File: config.mk
export PLATFORM = sky130hd
export DESIGN_NAME = csb_slot_mem
export DESIGN_NICKNAME = d
export VERILOG_FILES = /design/src/hw/rtl/csb_slot_mem.sv
export SDC_FILE = /design/constraint.sdc
export NUM_CORES = 2
export LEC_CHECK = 0
export BUFFER_PORTS_ARGS = -buffer_cell sky130_fd_sc_hd__clkbuf_2
export CAP_MARGIN = 5
export CORE_ASPECT_RATIO = 2
export CORE_MARGIN = 2
export CORE_UTILIZATION = 57
export CTS_BUF_LIST = sky130_fd_sc_hd__clkbuf_4 sky130_fd_sc_hd__clkbuf_8 sky130_fd_sc_hd__clkbuf_16
export CTS_CLUSTER_DIAMETER = 30
export CTS_CLUSTER_SIZE = 14
export DETAILED_ROUTE_END_ITERATION = 10
export PLACE_DENSITY = 0.78
export SLEW_MARGIN = 20
export SYNTH_ARGS = -nofsm -noshare
export SYNTH_HDL_FRONTEND = slang
export SYNTH_SLANG_ARGS = --single-unit
File: constraint.sdc
create_clock -name clk -period 2.35 [get_ports clk]
set_input_delay 0.235 -clock clk [delete_from_list [all_inputs] [get_ports clk]]
set_output_delay 0.235 -clock clk [all_outputs]
set_load 0.01 [all_outputs]
File: src/hw/rtl/csb_slot_mem.sv
// Wait-queue slot memory holding the blocked pids of every resource.
`default_nettype none

module csb_slot_mem #(
  parameter int unsigned DEPTH = 256,
  parameter int unsigned AW    = 8,
  parameter int unsigned WIDTH = 16
) (
  input  wire logic             clk,
  input  wire logic             rd_en,
  input  wire logic [AW-1:0]    rd_addr,
  output logic      [WIDTH-1:0] rd_data,
  input  wire logic             wr_en,
  input  wire logic [AW-1:0]    wr_addr,
  input  wire logic [WIDTH-1:0] wr_data
);

  logic [WIDTH-1:0] mem [DEPTH];

  always_ff @(posedge clk) begin
    if (wr_en) begin
      mem[wr_addr] <= wr_data;
    end
    if (rd_en) begin
      rd_data <= mem[rd_addr];
    end
  end

endmodule

`default_nettype wire

==> metrics.txt <==
final non-filler cell total 12,470; PortBufs 50; Seq/Total Area, Yosys between 70% and 80%; row count roughly 270; Iter 0 DRT Violations between 10,000 and 15,000; critical path class flip-flop to flip-flop; pwr/cell area around 870 nW/um2; WP data required roughly 3 ns; dpl hpwl about 270,000 um; Max Root-Sink Buffers 4; Pleak ~62 nW; final cycle utilization of the critical path 122.3%; Cells after Synth between 7,000 and 8,000; syn nets between 7,000 and 8,000; synthesized area between 150,000 and 200,000 um2; Filler cells between 15,000 and 20,000; total CTS buffers about 470; number of global-route vias before repair just under 90,000; CP Capture Type flip-flop; setup TNS -4.533 ns; Initial Utilization a little under three fifths; final setup violation count 16; Die ar. 283,200 um2; total power roughly 170 mW; Layout Nets ~8,500; Root Driver clkbuf_16; Worst-path clk slew ~0.070 ns; number of synthesized flops with an enable pin 4,112; Fmax about 0.35 GHz; Clock Sinks 4,112; status finished with violations; Worst IR Drop VDD between 1000 and 1500 uV; first-pass GRT wire length about 650,000 um; worst hold slack about 0.22 ns; initial antenna violation count 19; Core Footprint ~280,000 um2; Yosys top cell area share between 70% and 80%; DR vias/cell 6.995; die width between 300 and 400 um; Syn. warnings 0; commonest non-fill, non-tap cell in the layout edfxtp_1; grt ovf 0; Slew Limit Fails 0; failing checks negative setup slack; worst-margin pin slew roughly 1.1 ns; commonest cells after routing, fill and taps aside edfxtp_1, mux4_2, buf_4; Final Hold Vio Count 0; htree depth 5; CTS tree yes; Clock Latency Late Sink 0.97 ns; Layout area overhead 19.69%; Synth area leaders edfxtp_1, mux4_2, mux2i_1; Setup Skew around 0.093 ns; Synth Area per Inst ~22 um2; slew margin rel. between 20% and 30%; GP Congestion approximately 0.98; largest area contributor in the netlist edfxtp_1; largest net degree at the start of global routing approximately 110; Vias 87,230; Most used DFF post-synth edfxtp_1; post-synthesis cell type count a little over 50; Seq cells post-synth 4,112; Die Y about 750 um; r2r setup slk -0.52 ns; GRT Overall Usage around a third; RSZ-0062 raised after global routing true; dpl cells about 12,000; CP max FO 1; drt drc 0; Setup crit start kind flip-flop; final worst slack -0.5231 ns; Post-CTS Setup Inserts 0; Post-Route WL between 400,000 and 500,000 um; share of cells above drive strength 1 between 30% and 40%; antenna-violating nets left 0; WL per Instance 37.00 um; max-cap violations 0; Worst Hold Class primary input to flip-flop; Finished Core Util between 60% and 70%; Async SR Flop Fraction 0%; drt pass-1 iters 7; crit path DAT between 3 and 4 ns; min cycle time layout roughly 2.9 ns; # IOs 51
worst paths after layout:
path / startpoint / endpoint / cells past startpoint
worst max-delay path: mem[24][6] / rd_data[6] / 6
worst min-delay path: wr_data[6] / mem[240][6] / 2
worst max register to register: mem[24][6] / rd_data[6] / 6
worst min register to register: mem[232][8] / rd_data[8] / 6
cell families (layout without fill, tap and decap cells):
group           after synthesis  after routing  share of synthesized area, %
flops                      4112           4112                         77.72
compound gates              786            786                         3.534
mux                        1450           1450                         15.48
buf+inv                     456           1974                         1.692
simple gates                556            556                         1.573
other cells                   0              5                             0
what timing repair did:
action / 4_1_cts / 5_1_grt
endpoints found under the hold margin: 1821 / 0
pin swaps: 38 / 23
endpoints found under the setup margin: 16 / 16
gates resized for setup: 102 / 27
hold buffers: 17 / 0
Yosys cell counts, types with 2 or more instances:
library cell  count
a2111oi_0         6
a211oi_1         18
a21o_1            2
a21oi_1         175
a221oi_1         28
a22o_1           32
a22oi_1          43
a31oi_1           6
and3_1           11
and4_1            2
buf_1            27
buf_12            5
buf_2            76
buf_4            26
buf_6            77
buf_8            11
clkbuf_1        230
edfxtp_1       4112
inv_1             3
mux2_2           88
mux2i_1         565
mux4_2          797
nand2_1          38
nand2b_1          3
nand3_1          35
nand4_1          26
nand4b_1          3
nor2_1          304
nor2b_1           9
nor3_1           92
nor4_1           17
nor4bb_1          2
o21ai_0          37
o221ai_1        252
o22ai_1         148
o31ai_1          16
o32ai_1          20
or2_2             4
or3_1             2
where the power goes:
| part | internal, mW | leakage, nW | total (mW) | switching (mW) |
|---|---|---|---|---|
| Combinational | 3.51 | 17.6 | 9.15 | 5.64 |
| Sequential | 80.9 | 37.0 | 81.0 | 0.126 |
| Clock | 45.0 | 7.88 | 76.1 | 31.1 |
| Total | 129 | 62.4 | 166 | 36.9 |
flip-flops by register name, summed over array words and instances (netlist names):
register  flops
mem        4096
rd_data      16
final cells by class:
type	instances	area [um2]	area share, %
flip-flops and latches	4112	123500	64.94
clock inverters	344	4106	2.160
diodes	5	12.51	0.006580
multi-input cells	2792	33600	17.67
clock buffers	513	12150	6.392
well taps	3588	4489	2.361
inverters	4	27.53	0.01448
repair buffers	1113	12290	6.462
per-stage QoR:
stage / instance area, um2 / worst slack [ns]
after floorplan: 158900 / -0.05000
after global placement: 173000 / -1.626
after detailed placement: 173000 / -1.538
after CTS: 190000 / -0.4701
after global routing: 190100 / -0.5014
final: 190200 / -0.5231
layer usage:
metal	routed length, um	track usage, %
met1	147400	41.19
met2	220000	51.55
met3	59340	8.008
met4	34570	19.63
met5	167	0
worst max-delay path, stage by stage (launching register included):
cell and delay, ns:
edfxtp_1 0.42, mux4_2 0.52, mux4_2 0.56, a22o_4 0.32, o32ai_4 0.54, buf_6 0.19
nor4_4 0.03
Note: power is estimated with default switching activity, not from simulation.
