**src/hw/rtl/csb_ctl_mem.sv**
```systemverilog
// Per-resource control memory (count, queue head, queue fill) with reset-to-zero valid bits.
`default_nettype none

module csb_ctl_mem #(
  parameter int unsigned DEPTH = 16,
  parameter int unsigned AW    = 4,
  parameter int unsigned WIDTH = 26
) (
  input  wire logic             clk,
  input  wire logic             rst_n,
  input  wire logic             rd_en,
  input  wire logic [AW-1:0]    rd_addr,
  output logic      [WIDTH-1:0] rd_data,
  input  wire logic             wr_en,
  input  wire logic [AW-1:0]    wr_addr,
  input  wire logic [WIDTH-1:0] wr_data
);

  logic [WIDTH-1:0] mem [DEPTH];
  logic [DEPTH-1:0] valid_r;
  logic [WIDTH-1:0] q_r;
  logic             q_valid_r;

  always_ff @(posedge clk) begin
    if (wr_en) begin
      mem[wr_addr] <= wr_data;
    end
    if (rd_en) begin
      q_r <= mem[rd_addr];
    end
  end

  always_ff @(posedge clk) begin
    if (!rst_n) begin
      valid_r   <= '0;
      q_valid_r <= 1'b0;
    end else begin
      if (wr_en) begin
        valid_r[wr_addr] <= 1'b1;
      end
      if (rd_en) begin
        q_valid_r <= valid_r[rd_addr];
      end
    end
  end

  // An entry never written since reset reads as all zero.
  assign rd_data = q_valid_r ? q_r : '0;

endmodule

`default_nettype wire

```
**config.mk**
```make
export PLATFORM = sky130hd
export DESIGN_NAME = csb_ctl_mem
export DESIGN_NICKNAME = d
export VERILOG_FILES = /design/src/hw/rtl/csb_ctl_mem.sv
export SDC_FILE = /design/constraint.sdc
export NUM_CORES = 1
export LEC_CHECK = 0
export BUFFER_PORTS_ARGS = -buffer_cell sky130_fd_sc_hd__buf_4
export CORE_MARGIN = 2
export CORE_UTILIZATION = 38
export CTS_BUF_LIST = sky130_fd_sc_hd__clkbuf_16
export DETAILED_ROUTE_END_ITERATION = 12
export GPL_ROUTABILITY_DRIVEN = 0
export PLACE_DENSITY_LB_ADDON = 0.05
export SLEW_MARGIN = 20
export SYNTH_ARGS = -nofsm -noshare
export SYNTH_HDL_FRONTEND = slang
export SYNTH_SLANG_ARGS = --single-unit
```
**constraint.sdc**
```tcl
create_clock -name clk -period 3.7 [get_ports clk]
set_input_delay 0.185 -clock clk [delete_from_list [all_inputs] [get_ports clk]]
set_output_delay 0.185 -clock clk [all_outputs]
set_load 0.02 [all_outputs]
```
==> impl_metrics.toml, run 1 <==
[status]
run_status = "complete, no violations"

[clock_network]
clock_sinks = 459
cts_tree = "yes"
clock_tree.buffer_depth = 3
cts_inserted_buffers = 49
cts-htree-levels = 2
cts_root_buffer = "sky130_fd_sc_hd__clkbuf_16"
insertion_delay_ns = 0.58
clock_pin_slew_reported_for_the_worst_setup_and_hold_paths_after_clock_tree_synthesis_ns = 0.06

[setup_path]
rrSetupSlack_ns = 2.11
criticalPathCategory = "reg -> out"
reg2reg_depth = 2
worstPathRequired_ns = 3.51
worst_setup_ep_type = "output port"
worst_ep_arrival_time_ns = 2.06
r2r-start = "mem[15][11]"
r2r_path_end = "q_r[11]"
crit_fanout = 19
worstSetupStartpointType = "register"

[sta]
max-slew-margin-rel_pct = 42.3
setup_tns_ns = 0
layout_worst_path_cycle_share_pct = 60.6
slew_violations = 0
hold_viol_final = 0
setup_violations = 0
period_minus_slack_ns = 2.24
timing_worst_slew_pin_value_ns = 0.865
final_worst_hold_slack_ns = 0.161
max_freq_mhz = 446
worst_clock_skew_ns = 0.0173
unrepaired_setup_endpoints_after_global_routing = "no"

[synthesis]
fraction_of_the_mapped_netlist_area_in_compound_gates_pct = 0.891
synth_flop_cell = "sky130_fd_sc_hd__edfxtp_1"
synth.top_cells.by_count = "442 x sky130_fd_sc_hd__edfxtp_1, 132 x sky130_fd_sc_hd__mux4_2, 26 x sky130_fd_sc_hd__and2_1"
netlist.area_leader.share_pct = 76.8
synthesis.instances = 706
mappedNetlistArea_sq_um = 17300
synth_area_leaders = "sky130_fd_sc_hd__edfxtp_1 77%, sky130_fd_sc_hd__mux4_2 17%, sky130_fd_sc_hd__dfxtp_1 2.0%"
adder_cell_fraction_of_synth_area_pct = 0
synth.area.mux_share_pct = 17.4
ys_warn_count = 0
synth.most_common_cell = "sky130_fd_sc_hd__edfxtp_1"
synth_simple_gate_area_share_pct = 1.75
combinational_family_with_the_most_area_after_synthesis = "multiplexers"
synth_seq_cells = 459
syn-mean-instance-area_sq_um = 24.5
postSynth.asyncResetShare_pct = 0
synth-edff-count = 442
synth_largest_area_cell = "sky130_fd_sc_hd__edfxtp_1"
post_synth_xor_area_fraction_pct = 0
syn_nets = 744
synth-seq-area-share_pct = 78.8
synthDistinctLibCells = 22

[global_route]
first_global_vias = 8547
groute.usage.overall_pct = 17.7
antenna_found_initial = 1
globalRouteOverflowTotal = 0
pin_count_of_the_biggest_net_entering_global_routing = 45
first_pass_grt_wire_length_mm = 58.8

[finish]
fin_area_sq_um = 20500
syn_to_final_growth_pct = 18.6
final_layout_size_suffix_gt1_share_pct = 34.8
fin_nets = 874
num-fill-cells = 3813

[floorplanning]
placementRows = 78
start_util_pct = 38.3
die_height_microns = 217
die-area_sq_um = 47200
top_level_i_o_count = 64
die-width_microns = 217
core_area_sq_um = 45100

[detailed_routing]
vias = 7744
wl_mm = 40.2
first_iter_violations = 483
wl_per_cell_microns = 27.2
drt_drc_violations_left = 0
postRouteAntennaNets = 0
drtPass1Iterations = 5
viasPerCell = 5.25

[placed_design]
postPlaceCellArea_sq_um = 18700
dpl.hpwl_mm = 19.9
io_buffers = 63

[hold_path]
worst_hold_path.endpoint = "q_r[22]"
min-delay-path-class = "in -> reg"
worst_hold_path.num_cells = 1
timing.hold.worst.start = "rd_en"

[power]
irDropWorstVdd_uv = 255
power.density_cell_area_nw_per_um2 = 546
power.total_mw = 11.2
leakage_nw = 6.56

[flow_run]
maxCapViolations = 0
cells by family after synthesis:
logic type,after synthesis
DFF,459
muxes,136
and+or+nand+nor,55
buffers and inverters,36
AOI/OAI and AO/OA,20
layout by cell type, fill, tap and decap left out:
master and count:
sky130_fd_sc_hd__clkinv_1 11, sky130_fd_sc_hd__a32oi_1 1, sky130_fd_sc_hd__clkbuf_16 49, sky130_fd_sc_hd__o21a_1 16
sky130_fd_sc_hd__inv_1 11, sky130_fd_sc_hd__mux4_2 132, sky130_fd_sc_hd__edfxtp_1 442, sky130_fd_sc_hd__nor2_4 12
sky130_fd_sc_hd__dlygate4sd3_1 27, sky130_fd_sc_hd__mux2i_1 4, sky130_fd_sc_hd__or3b_2 1, sky130_fd_sc_hd__diode_2 1
sky130_fd_sc_hd__nand3_1 2, sky130_fd_sc_hd__nor3_2 4, sky130_fd_sc_hd__and2_1 26, sky130_fd_sc_hd__nor2_1 2
sky130_fd_sc_hd__dfxtp_1 17, sky130_fd_sc_hd__clkinv_2 10, sky130_fd_sc_hd__clkinvlp_4 2, sky130_fd_sc_hd__o211ai_1 1
sky130_fd_sc_hd__nand2b_1 2, sky130_fd_sc_hd__clkinv_4 1, sky130_fd_sc_hd__nand3b_1 3, sky130_fd_sc_hd__nand2_1 2
sky130_fd_sc_hd__buf_4 81, sky130_fd_sc_hd__nor2b_1 1, sky130_fd_sc_hd__buf_12 5, sky130_fd_sc_hd__bufinv_16 6
sky130_fd_sc_hd__a221oi_1 2, sky130_fd_sc_hd__buf_6 1
sequential cells by signal (all words and copies together), names as in the netlist:
signal     flops
q_valid_r      1
q_r           26
valid_r       16
mem          416
per-stage QoR:
| stage | setup WS [ns] | std cells | utilization, % |
|---|---|---|---|
| global placement | 1.36 | 1358 | 41.4 |
| CTS | 1.38 | 1474 | 45.5 |
| global route | 1.35 | 1475 | 45.5 |
| finish | 1.46 | 1475 | 45.5 |
| detailed placement | 1.35 | 1358 | 41.4 |
| floorplan | 0.704 | 706 | - |
worst max-delay path by stage:
stage	slack [ns]	startpoint	to	depth (start not counted)
floorplan	0.70	wr_addr[2]	mem[0][0]	2
global placement	1.36	rd_addr[1]	q_r[21]	4
detailed placement	1.35	rd_addr[1]	q_r[25]	4
CTS	1.38	q_valid_r	rd_data[5]	3
global route	1.35	q_valid_r	rd_data[5]	3
finish	1.46	q_valid_r	rd_data[5]	3
critical path, cell delays in order, from the launching register on:
cell	delay, ns
sky130_fd_sc_hd__dfxtp_1	0.64
sky130_fd_sc_hd__buf_4	0.41
sky130_fd_sc_hd__and2_1	0.25
sky130_fd_sc_hd__buf_4	0.17
final cells by class:
| type | instances | area [sq um] | area share [%] |
|---|---|---|---|
| clock buffers | 49 | 1230 | 5.98 |
| flip-flops and latches | 459 | 13600 | 66.4 |
| repair buffers | 114 | 990 | 4.83 |
| diodes | 1 | 2.50 | 0.0122 |
| well taps | 600 | 751 | 3.66 |
| multi-input cells | 211 | 3580 | 17.5 |
| inverters | 1 | 3.75 | 0.0183 |
| clock inverters | 40 | 333 | 1.62 |
routing by layer:
metal	vias up	routed length (microns)	part of all wire [%]	track usage, %
li1	3290	-	-	-
met5	-	0	0	0
met4	0	790	2.0	5.23
met2	189	19700	49	28.8
met1	4205	17700	44	24.3
met3	60	1920	4.8	3.45
what timing repair did:
item,CTS,global route
hold buffers,27,0
hold endpoints to repair,432,0
resized for setup,0,0
buffers inserted,0,0
power breakdown:
part / internal, mW / switching, mW / leakage, nW
registers: 5.83 / 0.0317 / 4.15
logic: 0.261 / 0.298 / 1.61
clock network: 2.81 / 1.95 / 0.803
total: 8.90 / 2.28 / 6.56
No activity file was read; power rests on OpenSTA's default activity.
==> run 2: changes to the inputs <==
==> constraint.sdc (replaced) <==
create_clock -name clk -period 1.8 [get_ports clk]
set_input_delay 0.09 -clock clk [delete_from_list [all_inputs] [get_ports clk]]
set_output_delay 0.09 -clock clk [all_outputs]
set_load 0.02 [all_outputs]
==> run 2 against run 1 <==
Against the previous run: design area grew 3.1%; first-iteration DRC count rose by 51%; non-clock buffer count increased by 41; die area did not move; register-to-register slack lost 1.9 ns; combinational power increased by 130%; clock skew is 0.00070 ns lower; critical endpoint is now rd_data[12].
==> impl_metrics.toml, run 2 (synthesis results as in run 1) <==
[status]
run_status = "complete, no violations"

[sta]
final_worst_hold_slack_ns = 0.104
hold_viol_final = 0
max-slew-margin-rel_pct = 67.7
unrepaired_setup_endpoints_after_global_routing = "no"
worst_clock_skew_ns = 0.0166
setup_tns_ns = 0
timing_worst_slew_pin_value_ns = 0.484
max_freq_mhz = 613
period_minus_slack_ns = 1.63
slew_violations = 0
fin_ws_ns = 0.168
layout_worst_path_cycle_share_pct = 90.7
setup_violations = 0

[setup_path]
worstSetupStartpointType = "register"
worst_ep_arrival_time_ns = 1.54
criticalPathCategory = "reg -> out"
worstPathRequired_ns = 1.71
crit_fanout = 18
worst_setup_ep_type = "output port"

[clock_network]
clock_sinks = 459
clock_pin_slew_reported_for_the_worst_setup_and_hold_paths_after_clock_tree_synthesis_ns = 0.06
insertion_delay_ns = 0.58
cts_inserted_buffers = 48
clock_tree.buffer_depth = 3
cts_root_buffer = "sky130_fd_sc_hd__clkbuf_16"
cts_tree = "yes"
cts_setup_buffers = 0
post_cts_resize_count = 0
cts-htree-levels = 2

[global_route]
antenna_found_initial = 0
globalRouteOverflowTotal = 0
pin_count_of_the_biggest_net_entering_global_routing = 28
first_pass_grt_wire_length_mm = 60.0
groute.usage.overall_pct = 18.1
first_global_vias = 8652

[detailed_routing]
first_iter_violations = 728
drt_drc_violations_left = 0
drtPass1Iterations = 5
vias = 7921
viasPerCell = 5.24
wl_per_cell_microns = 27.4
postRouteAntennaNets = 0
wl_mm = 41.4

[power]
power.density_cell_area_nw_per_um2 = 1070
irDropWorstVdd_uv = 566
leakage_nw = 6.86

[finish]
insertedDiodeCount = 0
leading_cell_types_in_the_layout_fill_and_taps_excluded = "442 x sky130_fd_sc_hd__edfxtp_1, 132 x sky130_fd_sc_hd__mux4_2, 89 x sky130_fd_sc_hd__buf_4"
mostFrequentLayoutCell = "sky130_fd_sc_hd__edfxtp_1"
layout_top_registers = "mem x416, q_r x26, valid_r x16"
largest_register_ffs = 416
syn_to_final_growth_pct = 22.3
fin_area_sq_um = 21100
finalNonFillerCells = 1512
fin_nets = 914
final_layout_size_suffix_gt1_share_pct = 36.8
registers.top_by_ff_count = "mem"

[placed_design]
io_buffers = 63
pre_cts_slack_ns = -0.0490
place.detailed.instances = 1398
postPlaceCellArea_sq_um = 19400
dpl.hpwl_mm = 22.9

[floorplanning]
top_level_i_o_count = 64
die-area_sq_um = 47200
placementRows = 78
die-width_microns = 217
die_height_microns = 217
core_area_sq_um = 45100
start_util_pct = 38.3

[hold_path]
min-delay-path-class = "in -> reg"

[flow_run]
maxCapViolations = 0
-- run 2: cell types whose count changed in the layout (fill, tap and decap cells not counted), moves of 2 or more --
cell and delta:
sky130_fd_sc_hd__buf_12 +32, sky130_fd_sc_hd__bufinv_16 -4, sky130_fd_sc_hd__nor3_2 -4, sky130_fd_sc_hd__buf_4 +8
sky130_fd_sc_hd__clkinv_2 -3, sky130_fd_sc_hd__clkinvlp_4 -2, sky130_fd_sc_hd__nor3_4 +4, sky130_fd_sc_hd__clkinv_1 +2
sky130_fd_sc_hd__inv_1 +3
-- run 2: worst paths after layout --
kind,start,to,slack (ns),depth (start not counted)
setup / recovery,q_valid_r,rd_data[12],0.17,3
hold / removal,wr_addr[0],mem[8][6],0.10,3
setup reg to reg,mem[15][8],q_r[8],0.18,2
hold reg to reg,valid_r[11],valid_r[11],0.46,1
-- run 2: power breakdown --
group / switching [mW] / leakage (nW) / total (mW) / internal [mW]
Clock: 3.90 / 0.768 / 9.16 / 5.26
Sequential: 0.0643 / 4.15 / 12.0 / 12.0
Combinational: 0.654 / 1.94 / 1.30 / 0.644
-- run 2: per-layer routing --
| metal | track usage (%) | vias to the layer above | part of all wire, % |
|---|---|---|---|
| met4 | 4.25 | 0 | 1.8 |
| met3 | 3.21 | 51 | 4.2 |
| li1 | - | 3365 | - |
| met1 | 25.1 | 4312 | 44 |
| met5 | 0 | - | 0 |
| met2 | 30.0 | 193 | 50 |
-- run 2: critical path: stages, from the launching register on --
cell and delay, ns:
sky130_fd_sc_hd__dfxtp_1 0.32, sky130_fd_sc_hd__buf_4 0.29, sky130_fd_sc_hd__and2_1 0.21, sky130_fd_sc_hd__buf_4 0.15
-- run 2: per-stage QoR --
step	util (%)	total power [mW]
finish	46.9	22.5
global route	46.9	23.3
global placement	43.0	13.5
detailed placement	43.0	13.6
floorplan	-	12.9
CTS	46.9	22.8
-- run 2: timing repair --
action | CTS | global route
endpoints found under the hold margin | 443 | 0
hold buffers | 28 | 0
setup endpoints to repair | 0 | 0
-- run 2: cell type report --
type                       instances  area, sq um
fill                            3775        24000
sequential                       459        13600
multi-input combinational        211         3600
timing repair buffer             155         1700
tap                              600          751
clock buffer                      50         1250
clock inverter                    36          209
inverter                           1         3.75
